===== src/sv/ucd_pkg.sv =====
// Shared constants, codes and controller/datapath interface types for the cycle detector.
`default_nettype none

package ucd_pkg;

    // Fixed field widths
    localparam int KIND_W = 2;
    localparam int VTX_W  = 6;
    localparam int WGT_W  = 32;
    localparam int CNT_W  = 7;

    // Register reset and default graph size
    localparam logic [CNT_W-1:0] VCOUNT_RESET     = 7'd64;
    localparam int               MAX_VERTICES_DEF = 64;

    // Item kinds; code 3 is ignored
    typedef enum logic [KIND_W-1:0] {
        KIND_CLEAR = 2'd0,
        KIND_EDGE  = 2'd1,
        KIND_QUERY = 2'd2
    } t_kind;

    // Commands from controller to datapath
    typedef struct packed {
        logic capture;
        logic clear_graph;
        logic rd_row_a;
        logic wr_row_a;
        logic rd_row_b;
        logic wr_row_b;
        logic q_init;
        logic root_next;
        logic root_open;
        logic row_latch;
        logic pop;
        logic advance;
        logic push;
        logic mark_only;
        logic set_found;
        logic frame_load;
    } t_cmd;

    // Status from datapath to controller
    typedef struct packed {
        logic edge_ok;
        logic root_end;
        logic root_visited;
        logic next_end;
        logic bit_set;
        logic i_visited;
        logic i_is_parent;
        logic depth_one;
        logic depth_full;
    } t_stat;

endpackage

`default_nettype wire


===== src/sv/ucd_ctrl.sv =====
// Controller state machine: sequences edge updates and the depth-first search.
`default_nettype none

module ucd_ctrl import ucd_pkg::*; (
    input  wire logic              i_clk,
    input  wire logic              i_rst_n,
    input  wire logic              start,
    input  wire logic [KIND_W-1:0] i_kind,
    input  wire t_stat             i_stat,
    output t_cmd                   o_cmd,
    output logic                   o_busy,
    output logic                   o_result_valid
);

    typedef enum logic [10:0] {
        S_IDLE   = 11'b000_0000_0001,
        S_E_RDA  = 11'b000_0000_0010,
        S_E_WRA  = 11'b000_0000_0100,
        S_E_RDB  = 11'b000_0000_1000,
        S_E_WRB  = 11'b000_0001_0000,
        S_Q_INIT = 11'b000_0010_0000,
        S_Q_ROOT = 11'b000_0100_0000,
        S_Q_LOAD = 11'b000_1000_0000,
        S_Q_SCAN = 11'b001_0000_0000,
        S_Q_POPF = 11'b010_0000_0000,
        S_Q_DONE = 11'b100_0000_0000
    } t_state;

    t_state r_state;
    t_state n_state;

    // Next state and commands
    always_comb begin
        n_state = r_state;
        o_cmd   = '0;
        unique case (r_state)
            S_IDLE: begin
                if (start) begin
                    o_cmd.capture = 1'b1;
                    unique case (i_kind)
                        KIND_CLEAR: o_cmd.clear_graph = 1'b1;
                        KIND_EDGE:  n_state = S_E_RDA;
                        KIND_QUERY: n_state = S_Q_INIT;
                        default:    n_state = S_IDLE;
                    endcase
                end
            end
            S_E_RDA: begin
                if (i_stat.edge_ok) begin
                    o_cmd.rd_row_a = 1'b1;
                    n_state        = S_E_WRA;
                end else begin
                    n_state = S_IDLE;
                end
            end
            S_E_WRA: begin
                o_cmd.wr_row_a = 1'b1;
                n_state        = S_E_RDB;
            end
            S_E_RDB: begin
                o_cmd.rd_row_b = 1'b1;
                n_state        = S_E_WRB;
            end
            S_E_WRB: begin
                o_cmd.wr_row_b = 1'b1;
                n_state        = S_IDLE;
            end
            S_Q_INIT: begin
                o_cmd.q_init = 1'b1;
                n_state      = S_Q_ROOT;
            end
            S_Q_ROOT: begin
                if (i_stat.root_end) begin
                    n_state = S_Q_DONE;
                end else if (i_stat.root_visited) begin
                    o_cmd.root_next = 1'b1;
                end else begin
                    o_cmd.root_open = 1'b1;
                    n_state         = S_Q_LOAD;
                end
            end
            S_Q_LOAD: begin
                o_cmd.row_latch = 1'b1;
                n_state         = S_Q_SCAN;
            end
            S_Q_SCAN: begin
                if (i_stat.next_end) begin
                    // frame exhausted: pop it
                    o_cmd.pop = 1'b1;
                    if (i_stat.depth_one) begin
                        o_cmd.root_next = 1'b1;
                        n_state         = S_Q_ROOT;
                    end else begin
                        n_state = S_Q_POPF;
                    end
                end else if (i_stat.bit_set && !i_stat.i_visited) begin
                    // new vertex: descend, or just mark it when the stack is full
                    if (i_stat.depth_full) begin
                        o_cmd.mark_only = 1'b1;
                        o_cmd.advance   = 1'b1;
                    end else begin
                        o_cmd.push = 1'b1;
                        n_state    = S_Q_LOAD;
                    end
                end else if (i_stat.bit_set && !i_stat.i_is_parent) begin
                    // back edge to a visited non-parent vertex
                    o_cmd.set_found = 1'b1;
                    n_state         = S_Q_DONE;
                end else begin
                    o_cmd.advance = 1'b1;
                end
            end
            S_Q_POPF: begin
                o_cmd.frame_load = 1'b1;
                n_state          = S_Q_LOAD;
            end
            S_Q_DONE: begin
                n_state = S_IDLE;
            end
            default: n_state = S_IDLE;
        endcase
    end

    // State register
    always_ff @(posedge i_clk) begin
        if (!i_rst_n) begin
            r_state <= S_IDLE;
        end else begin
            r_state <= n_state;
        end
    end

    assign o_busy         = (r_state != S_IDLE);
    assign o_result_valid = (r_state == S_Q_DONE);

endmodule

`default_nettype wire


===== config.mk =====
export PLATFORM = sky130hd
export DESIGN_NAME = ucd_ctrl
export DESIGN_NICKNAME = d
export VERILOG_FILES = /design/src/sv/ucd_pkg.sv /design/src/sv/ucd_ctrl.sv
export SDC_FILE = /design/constraint.sdc
export NUM_CORES = 1
export LEC_CHECK = 0
export BUFFER_PORTS_ARGS = -buffer_cell sky130_fd_sc_hd__buf_2
export CAP_MARGIN = 25
export CORE_UTILIZATION = 48
export CTS_BUF_LIST = sky130_fd_sc_hd__clkbuf_8 sky130_fd_sc_hd__clkbuf_16
export DETAILED_ROUTE_END_ITERATION = 10
export GPL_TIMING_DRIVEN = 0
export PLACE_DENSITY = 0.82
export SLEW_MARGIN = 5
export SYNTH_ARGS = -nofsm -noshare
export SYNTH_HDL_FRONTEND = slang
export SYNTH_SLANG_ARGS = --single-unit

===== constraint.sdc =====
create_clock -name i_clk -period 2.5 [get_ports i_clk]
set_input_delay 0.25 -clock i_clk [delete_from_list [all_inputs] [get_ports i_clk]]
set_output_delay 0.25 -clock i_clk [all_outputs]
set_load 0.01 [all_outputs]

==> results of run 1 <==
[power groups by stage]
stage               clock (µW)  sequential (µW)  combinational (µW)
floorplan                    0              190                88.0
global placement             0              191                 125
detailed placement           0              192                 129
CTS                        180              188                 144
global route               187              191                 169
finish                     178              190                 155
[cell families (layout without fill, tap and decap cells)]
family                   after synthesis  count (layout)  synth area share
multiplexers                           1               1           0.01180
flip-flops                            11              11            0.2596
AND/OR/NAND/NOR                       56              56            0.4233
adder cells (fa/ha/maj)                3               3           0.04425
buffers and inverters                 14              51           0.07375
XOR/XNOR                               2               2           0.02065
AO/OA/AOI/OAI                         17              17            0.1667
[layer usage]
layer,global-route usage,routed length (µm)
met1,0.2977,935
met2,0.4618,1195
met3,0.03265,146
met4,0.1152,54
met5,0,0
[cell usage after synthesis, types with 3 or more instances]
| master | instances |
|---|---|
| inv_1 | 9 |
| nand2b_1 | 3 |
| nor4_1 | 4 |
| o21ai_0 | 4 |
| ha_1 | 3 |
| and3_1 | 7 |
| or3_1 | 4 |
| dfxtp_1 | 11 |
| nand2_1 | 3 |
| nor2_1 | 8 |
| nor3_1 | 7 |
[cell type report]
type	count	share of cell area
plain buffers	2	0.01330
inverters	9	0.02993
clock buffers	3	0.03659
well taps	16	0.01774
multi-input cells	79	0.5277
clock inverters	1	0.004435
flip-flops and latches	11	0.1996
repair buffers	36	0.1707
[how the worst max path moves through the flow]
stage                     cells after the start                    start        to  slack [ns]
after CTS                                     6  r_state[1]$_SDFFE_PN0P_  o_cmd[7]      0.0001
after global placement                        6  r_state[4]$_SDFFE_PN0P_  o_cmd[2]        0.20
after global routing                          6  r_state[1]$_SDFFE_PN0P_  o_cmd[8]       -0.04
final                                         6  r_state[1]$_SDFFE_PN0P_  o_cmd[8]        0.01
after floorplan                               6  r_state[1]$_SDFFE_PN0P_  o_cmd[7]        0.30
after detailed placement                      6  r_state[4]$_SDFFE_PN0P_  o_cmd[2]        0.18
[layout by cell type, fill, tap and decap left out, drive strengths merged, types with 3 or more instances in the layout]
master and count:
buf 37, dfxtp 11, inv 9, nor2 8, and3 7, nor3 7, nor4 4, o21ai 4
clkbuf 4, or3 4, or4 3, nand2b 3, nand2 3, ha 3, and4b 3
[critical path, stage by stage (launching register included)]
cell and delay [ns]:
dfxtp_1 0.31, buf_6 0.13, or4_4 0.51, or3_4 0.44, nor3_1 0.24, a22o_1 0.23, buf_2 0.15
[metrics by stage]
stage / cell area, µm² / power (µW) / hold slack, ns
2_1_floorplan: 848.3 / 278.0 / 0.3262
3_3_place_gp: 1023 / 316.6 / 0.5211
3_5_place_dp: 1023 / 320.7 / 0.5342
4_1_cts: 1102 / 512.8 / 0.2931
5_1_grt: 1129 / 546.6 / 0.3135
6_report: 1129 / 522.6 / 0.3035
[timing repair]
item                       4_1_cts  5_1_grt
setup endpoints to repair        3        8
resized for setup                7        7
setup buffers                    2        3
pin swaps                        1        4
==> impl_metrics.ini, run 1 <==
[status]
status = complete, but fails checks
violations = design-rule violations

[placement]
dp.cells = 151
port-buffer-count = 31
routabilityCongestion = 0.8815
dpl.hpwl_um = 1617
place_ws_ns = 0.1759

[sta]
fin_ws_ns = 0.01074
slew_violations = 0
fin_setup_tns_ns = 0
finalHoldViolCount = 0
setup_viol = 0
fin_worst_skew_ns = 0.003633
finalCritPeriodShare = 0.9957
max_slew_margin = 0.4436
fmax_mhz = 401.7
finalCriticalPeriod_ns = 2.489
worst_pin_slew_ns = 0.8345

[drt]
remaining_drc_errors = 2
routed_wl_um = 2331
avgViaCountPerCell = 5.924
ant_nets = 0
firstDrtPassIters = 9
num_vias = 930
wl_per_cell_um = 14.85
drt_iter0_markers = 19

[synth]
netlist_area_um2 = 848.3
synth_edf_count = 0
async_flop_share = 0
synth.area.top_cells = dfxtp_1 26%, and3_1 5.2%, ha_1 4.4%, nor3_1 4.1%, inv_1 4.0%
netlist_instances = 104
seq_area_frac_synth = 0.2596
ys_ff_latch = 11
yosys_most_used_dff = dfxtp_1
synth_nets = 121
yosysTopAreaCell = dfxtp_1
yosysWarnings = 0
synth_cell_types = 41
synth_top_area_frac = 0.2596
postSynthAreaPerCell_um2 = 8.157

[power_and_ir_drop]
p_clk_frac = 0.340
p_leak_uw = 0.0005785
p_sw_frac = 0.2967
seq_power_share = 0.363
p_sw_uw = 155.1
combPwrFrac = 0.297
p_int_uw = 367.5
peakVddDrop_uv = 323.3
powerDensity_mw_per_mm2 = 463.1

[floorplan]
rows = 14
core-area_mm2 = 0.001577
io-pin-count = 32
dieHeight_um = 44.04
start_util = 0.5381
die_area_mm2 = 0.001940
die_w_um = 44.04

[cts]
htreeDepth = 1
insertion_delay_ns = 0.24
cts_root_buf = clkbuf_8
hold_buffers = 0
cts_made_buffers = 3
clk_pin_slew_ns = 0.05
clock_sinks = 11
clk_path_buf_depth = 2
cts_tree = done

[min_path]
min-delay-start = i_rst_n
whs_endpoint = r_state[0]$_SDFFE_PN1P_
hold_depth = 2
worst_hold_path_type = input port to flip-flop

[final_layout]
area_growth_pct = 33.04
layout.cells.non_filler = 157
diodes = 0
drive_above_1_share = 0.4255
reg_top3 = r_state: 11 flops
top_register = r_state
ff_latch_area_um2 = 225.2
nets = 159
fill_cells = 129
largest_reg_flops = 11
multi_input_area_um2 = 595.6
finalCoreUtilization = 0.7159

[critical_path]
rrSetupSlack_ns = 0.31
required_ns = 2.25
cp.arrival_ns = 2.24
setup.worst_path.class = flip-flop to output pin
reg2reg_from = r_state[1]$_SDFFE_PN0P_
cp_max_fo = 8
critPathLaunchType = flip-flop
worst-r2r-cell-count = 7
regToRegEndpoint = r_state[5]$_SDFFE_PN0P_
end_kind = output pin

[global_routing]
grt_pass1_wl_um = 3663
globalRoute.totalOverflow = 0
antenna_found_initial = 0
grt_max_degree = 10
grt_pass1_vias = 848
grt.total_usage = 0.2555

[flow_run]
drv_cap = 0
Power figures use the tool's default switching activity.
==> run 2: changes to the inputs <==
--- a/config.mk
+++ b/config.mk
@@ -7,11 +7,11 @@
 export LEC_CHECK = 0
 export BUFFER_PORTS_ARGS = -buffer_cell sky130_fd_sc_hd__buf_2
 export CAP_MARGIN = 25
-export CORE_UTILIZATION = 48
-export CTS_BUF_LIST = sky130_fd_sc_hd__clkbuf_8 sky130_fd_sc_hd__clkbuf_16
+export CORE_UTILIZATION = 50
+export CTS_BUF_LIST = sky130_fd_sc_hd__clkbuf_8
 export DETAILED_ROUTE_END_ITERATION = 10
 export GPL_TIMING_DRIVEN = 0
-export PLACE_DENSITY = 0.82
+export PLACE_DENSITY = 0.85
 export SLEW_MARGIN = 5
 export SYNTH_ARGS = -nofsm -noshare
 export SYNTH_HDL_FRONTEND = slang
==> impl_metrics.ini, run 2 (same netlist as run 1, synthesis figures left out) <==
[floorplan]
start_util = 0.5503
core-area_mm2 = 0.001541
die_w_um = 43.19
die_area_mm2 = 0.001865
rows = 14
io-pin-count = 32
dieHeight_um = 43.19

[critical_path]
critPathLaunchType = flip-flop
crit_family = simple AND/OR/NAND/NOR gates
critPathBufInv = 1
critical_path.slowest_cell = or4_4
cp.arrival_ns = 2.22
required_ns = 2.25
cp_max_fo = 8
setup.worst_path.class = flip-flop to output pin
max_stage_delay_ns = 0.57
end_kind = output pin
cp_common_cell = or3_4
crit_path_cell_trace = or4_4 -> or3_4 -> or3_4 -> nor2_2 -> buf_2
rrSetupSlack_ns = 0.24

[sta]
finalHoldViolCount = 0
rsz0062_at_grt = true
fin_ws_ns = 0.02630
fmax_mhz = 404.3
setup_viol = 0
worst_pin_slew_ns = 0.8195
fin_setup_tns_ns = 0
finalCritPeriodShare = 0.9895
max_slew_margin = 0.4536
fin_worst_skew_ns = 0.005960
finalCriticalPeriod_ns = 2.474
slew_violations = 0

[placement]
port-buffer-count = 31
place_area_mm2 = 0.001023
place_ws_ns = 0.1596
routabilityCongestion = 0.8405
dpl.hpwl_um = 1644

[final_layout]
final_cell_mix = 31 x buf_2, 9 x inv_1, 8 x dfxtp_1, 7 x nor2_1, 7 x and3_1
final_common_cell = buf_2
diodes = 0
nets = 158
finalCoreUtilization = 0.7305
stdcell_area_mm2 = 0.001126
drive_above_1_share = 0.4214
reg_top3 = r_state: 11 flops
largest_reg_flops = 11
area_growth_pct = 32.74
top_register = r_state

[cts]
clk_path_buf_depth = 2
cts_tree = done
cts_root_buf = clkbuf_8
clock_sinks = 11
htreeDepth = 1
cts_made_buffers = 3
insertion_delay_ns = 0.25
clk_pin_slew_ns = 0.05

[power_and_ir_drop]
peakVddDrop_uv = 330.4
p_leak_uw = 0.0005823
powerDensity_mw_per_mm2 = 467.9

[drt]
num_vias = 938
ant_nets = 0
routed_wl_um = 2253
wl_per_cell_um = 14.44
firstDrtPassIters = 4
remaining_drc_errors = 0
avgViaCountPerCell = 6.013
drt_iter0_markers = 36

[global_routing]
antenna_found_initial = 0
grt_pass1_wl_um = 3629
grt_pass1_vias = 859
grt.total_usage = 0.2587
globalRoute.totalOverflow = 0
grt_max_degree = 10

[min_path]
worst_hold_path_type = input port to flip-flop

[flow_run]
drv_cap = 0

[status]
status = finished, final reports clean
run 2: cell types whose count changed in the layout (fill, tap and decap cells not counted), sizes merged:
cell	previous run	this run
clkbuf	4	3
run 2: stage by stage:
step	cells	power, µW	hold WS (ns)
floorplan	104	278.0	0.3262
global placement	151	316.3	0.5204
detailed placement	151	319.6	0.5306
CTS	157	519.6	0.2920
global route	156	547.3	0.3043
finish	156	526.9	0.2861
run 2: routing by layer:
metal | vias up | routed length, µm | track usage | part of all wire
met2 | 30 | 1135 | 0.4537 | 0.50
met4 | 0 | 34 | 0.1091 | 0.015
met5 | - | 0 | 0 | 0
li1 | 466 | - | - | -
met3 | 5 | 91 | 0.03830 | 0.040
met1 | 437 | 991 | 0.3081 | 0.44
run 2: cell type report:
type | instances | area, µm²
multi-input combinational | 79 | 598.1
fill | 120 | 415.4
sequential | 11 | 224.0
timing repair buffer | 36 | 192.7
clock buffer | 3 | 41.29
inverter | 9 | 33.78
tap | 16 | 20.02
buffer | 1 | 11.26
clock inverter | 1 | 5.005
run 2: worst paths after layout:
check / start / to / cells past startpoint
worst max-delay path: r_state[1]$_SDFFE_PN0P_ / o_cmd[7] / 5
worst min-delay path: i_rst_n / r_state[0]$_SDFFE_PN1P_ / 2
worst max register to register: r_state[4]$_SDFFE_PN0P_ / r_state[5]$_SDFFE_PN0P_ / 8
worst min register to register: r_state[0]$_SDFFE_PN1P_ / r_state[0]$_SDFFE_PN1P_ / 2
run 2: what timing repair did:
action | in CTS | in global routing
buffers inserted | 5 | 0
endpoints found under the setup margin | 4 | 8
hold buffers | 0 | 0
endpoints found under the hold margin | 0 | 0
gates resized for setup | 8 | 5
pin swaps | 4 | 1
run 2: report_power, final:
group	total, µW	switching [µW]	internal [µW]
clock network	184	74.5	110
logic	152	75.1	76.4
registers	191	9.42	181
total	527	159	368
==> run 3: changes to the inputs <==
--- a/config.mk
+++ b/config.mk
@@ -7,11 +7,14 @@
 export LEC_CHECK = 0
 export BUFFER_PORTS_ARGS = -buffer_cell sky130_fd_sc_hd__buf_2
 export CAP_MARGIN = 25
-export CORE_UTILIZATION = 50
+export CELL_PAD_IN_SITES_DETAIL_PLACEMENT = 1
+export CELL_PAD_IN_SITES_GLOBAL_PLACEMENT = 2
+export CORE_ASPECT_RATIO = 2
+export CORE_UTILIZATION = 27
 export CTS_BUF_LIST = sky130_fd_sc_hd__clkbuf_8
 export DETAILED_ROUTE_END_ITERATION = 10
 export GPL_TIMING_DRIVEN = 0
-export PLACE_DENSITY = 0.85
+export PLACE_DENSITY = 0.83
 export SLEW_MARGIN = 5
 export SYNTH_ARGS = -nofsm -noshare
 export SYNTH_HDL_FRONTEND = slang
==> impl_metrics.ini, run 3 (same netlist as run 1, synthesis figures left out) <==
[cts]
clock_sinks = 11
cts_made_buffers = 3
insertion_delay_ns = 0.24
clk_path_buf_depth = 2
cts_tree = done
hold_buffers = 0
htreeDepth = 1
cts_root_buf = clkbuf_8
clk_pin_slew_ns = 0.05

[placement]
routabilityCongestion = 0.7886
dpl.hpwl_um = 2150
place_ws_ns = 0.1016
dp.cells = 165
place_area_mm2 = 0.001041
port-buffer-count = 31

[status]
status = finished, final reports clean

[critical_path]
cp_common_cell = or3_4
cp_max_fo = 8
cp.arrival_ns = 2.23
critPathLaunchType = flip-flop
setup.worst_path.class = flip-flop to output pin
crit_path_cell_trace = or4_4 -> or3_4 -> or3_4 -> nor2_1 -> buf_2
required_ns = 2.25
regToRegEndpoint = r_state[0]$_SDFFE_PN1P_
critical_path.slowest_cell = or4_4
reg2reg_from = r_state[9]$_SDFFE_PN0P_
max_stage_delay_ns = 0.59
worst-r2r-cell-count = 6
rrSetupSlack_ns = 0.23
end_kind = output pin

[floorplan]
die_area_mm2 = 0.003384
dieHeight_um = 81.27
core-area_mm2 = 0.002978
die_w_um = 41.64
io-pin-count = 32
rows = 28
start_util = 0.2849

[final_layout]
diodes = 0
area_growth_pct = 39.23
nets = 161
stdcell_area_mm2 = 0.001181
layout.cells.non_filler = 173
fill_cells = 370
largest_reg_flops = 11
ff_latch_area_um2 = 226.5
final_cell_mix = 31 x buf_2, 10 x inv_1, 8 x nor2_1, 8 x dfxtp_1, 7 x and3_1
multi_input_area_um2 = 611.8
reg_top3 = r_state: 11 flops
drive_above_1_share = 0.4336
final_common_cell = buf_2
top_register = r_state

[global_routing]
grt_pass1_wl_um = 4505
antenna_found_initial = 0
grt.total_usage = 0.1758
grt_max_degree = 10
grt_pass1_vias = 1021
globalRoute.totalOverflow = 0

[sta]
hold_ws_ns = 0.2894
fin_ws_ns = 0.02122
fmax_mhz = 403.4
worst_pin_slew_ns = 0.8503
slew_violations = 0
setup_viol = 0
finalHoldViolCount = 0
max_slew_margin = 0.4331
rsz0062_at_grt = true
finalCriticalPeriod_ns = 2.479
fin_setup_tns_ns = 0
finalCritPeriodShare = 0.9915
fin_worst_skew_ns = 0.003042

[power_and_ir_drop]
powerDensity_mw_per_mm2 = 455.5
peakVddDrop_uv = 264.9
p_leak_uw = 0.0006033

[drt]
firstDrtPassIters = 3
drt_iter0_markers = 14
wl_per_cell_um = 16.43
num_vias = 964
remaining_drc_errors = 0
avgViaCountPerCell = 5.572
ant_nets = 0
routed_wl_um = 2843

[min_path]
worst_hold_path_type = input port to flip-flop
whs_endpoint = r_state[0]$_SDFFE_PN1P_
hold_depth = 2
min-delay-start = i_rst_n

[flow_run]
drv_cap = 0
## run 3: metal layers
layer | up-vias | GRT usage | wire (µm)
met5 | - | 0 | 0
li1 | 464 | - | -
met2 | 31 | 0.3469 | 1693
met4 | 0 | 0.1226 | 90
met3 | 6 | 0.03556 | 110
met1 | 463 | 0.1499 | 948
## run 3: power by group
part	switching (µW)	leakage, µW	total, µW	internal, µW
Combinational	81.6	0.000487	165	83.0
Sequential	9.24	0.0000898	190	180
Clock	75.4	0.0000269	184	108
## run 3: cell type report
cell class / instances / area share
inverter: 9 / 0.02860
sequential: 11 / 0.1917
multi-input combinational: 79 / 0.5180
timing repair buffer: 37 / 0.1695
clock buffer: 3 / 0.03496
buffer: 3 / 0.02225
clock inverter: 1 / 0.003178
tap: 30 / 0.03178
## run 3: how the worst max path moves through the flow
stage / start / to / slack [ns] / cells past startpoint
after detailed placement: r_state[9]$_SDFFE_PN0P_ / r_state[0]$_SDFFE_PN1P_ / 0.10 / 7
after global placement: r_state[4]$_SDFFE_PN0P_ / o_cmd[2] / 0.17 / 6
final: r_state[2]$_SDFFE_PN0P_ / o_cmd[7] / 0.02 / 5
after CTS: r_state[1]$_SDFFE_PN0P_ / o_cmd[7] / -0.01 / 6
after global routing: r_state[8]$_SDFFE_PN0P_ / o_cmd[7] / -0.06 / 6
after floorplan: r_state[1]$_SDFFE_PN0P_ / o_cmd[7] / 0.30 / 6
## run 3: critical path, delay by kind of cell (launching register included)
family                 cells  cell delay [ns]
and+or+nand+nor            4             1.47
DFF                        1             0.39
buffers and inverters      1             0.13
## run 3: through the flow
step / utilization / power [µW]
finish: 0.3966 / 538.0
CTS: 0.3874 / 535.4
detailed placement: 0.3496 / 327.6
global route: 0.3966 / 573.4
floorplan: - / 278.0
global placement: 0.3496 / 322.7
## run 3: what timing repair did
action                                  in CTS  in global routing
gates resized for setup                     10                  6
setup buffers                                6                  0
endpoints found under the setup margin       4                  9
pin swaps                                    4                  3
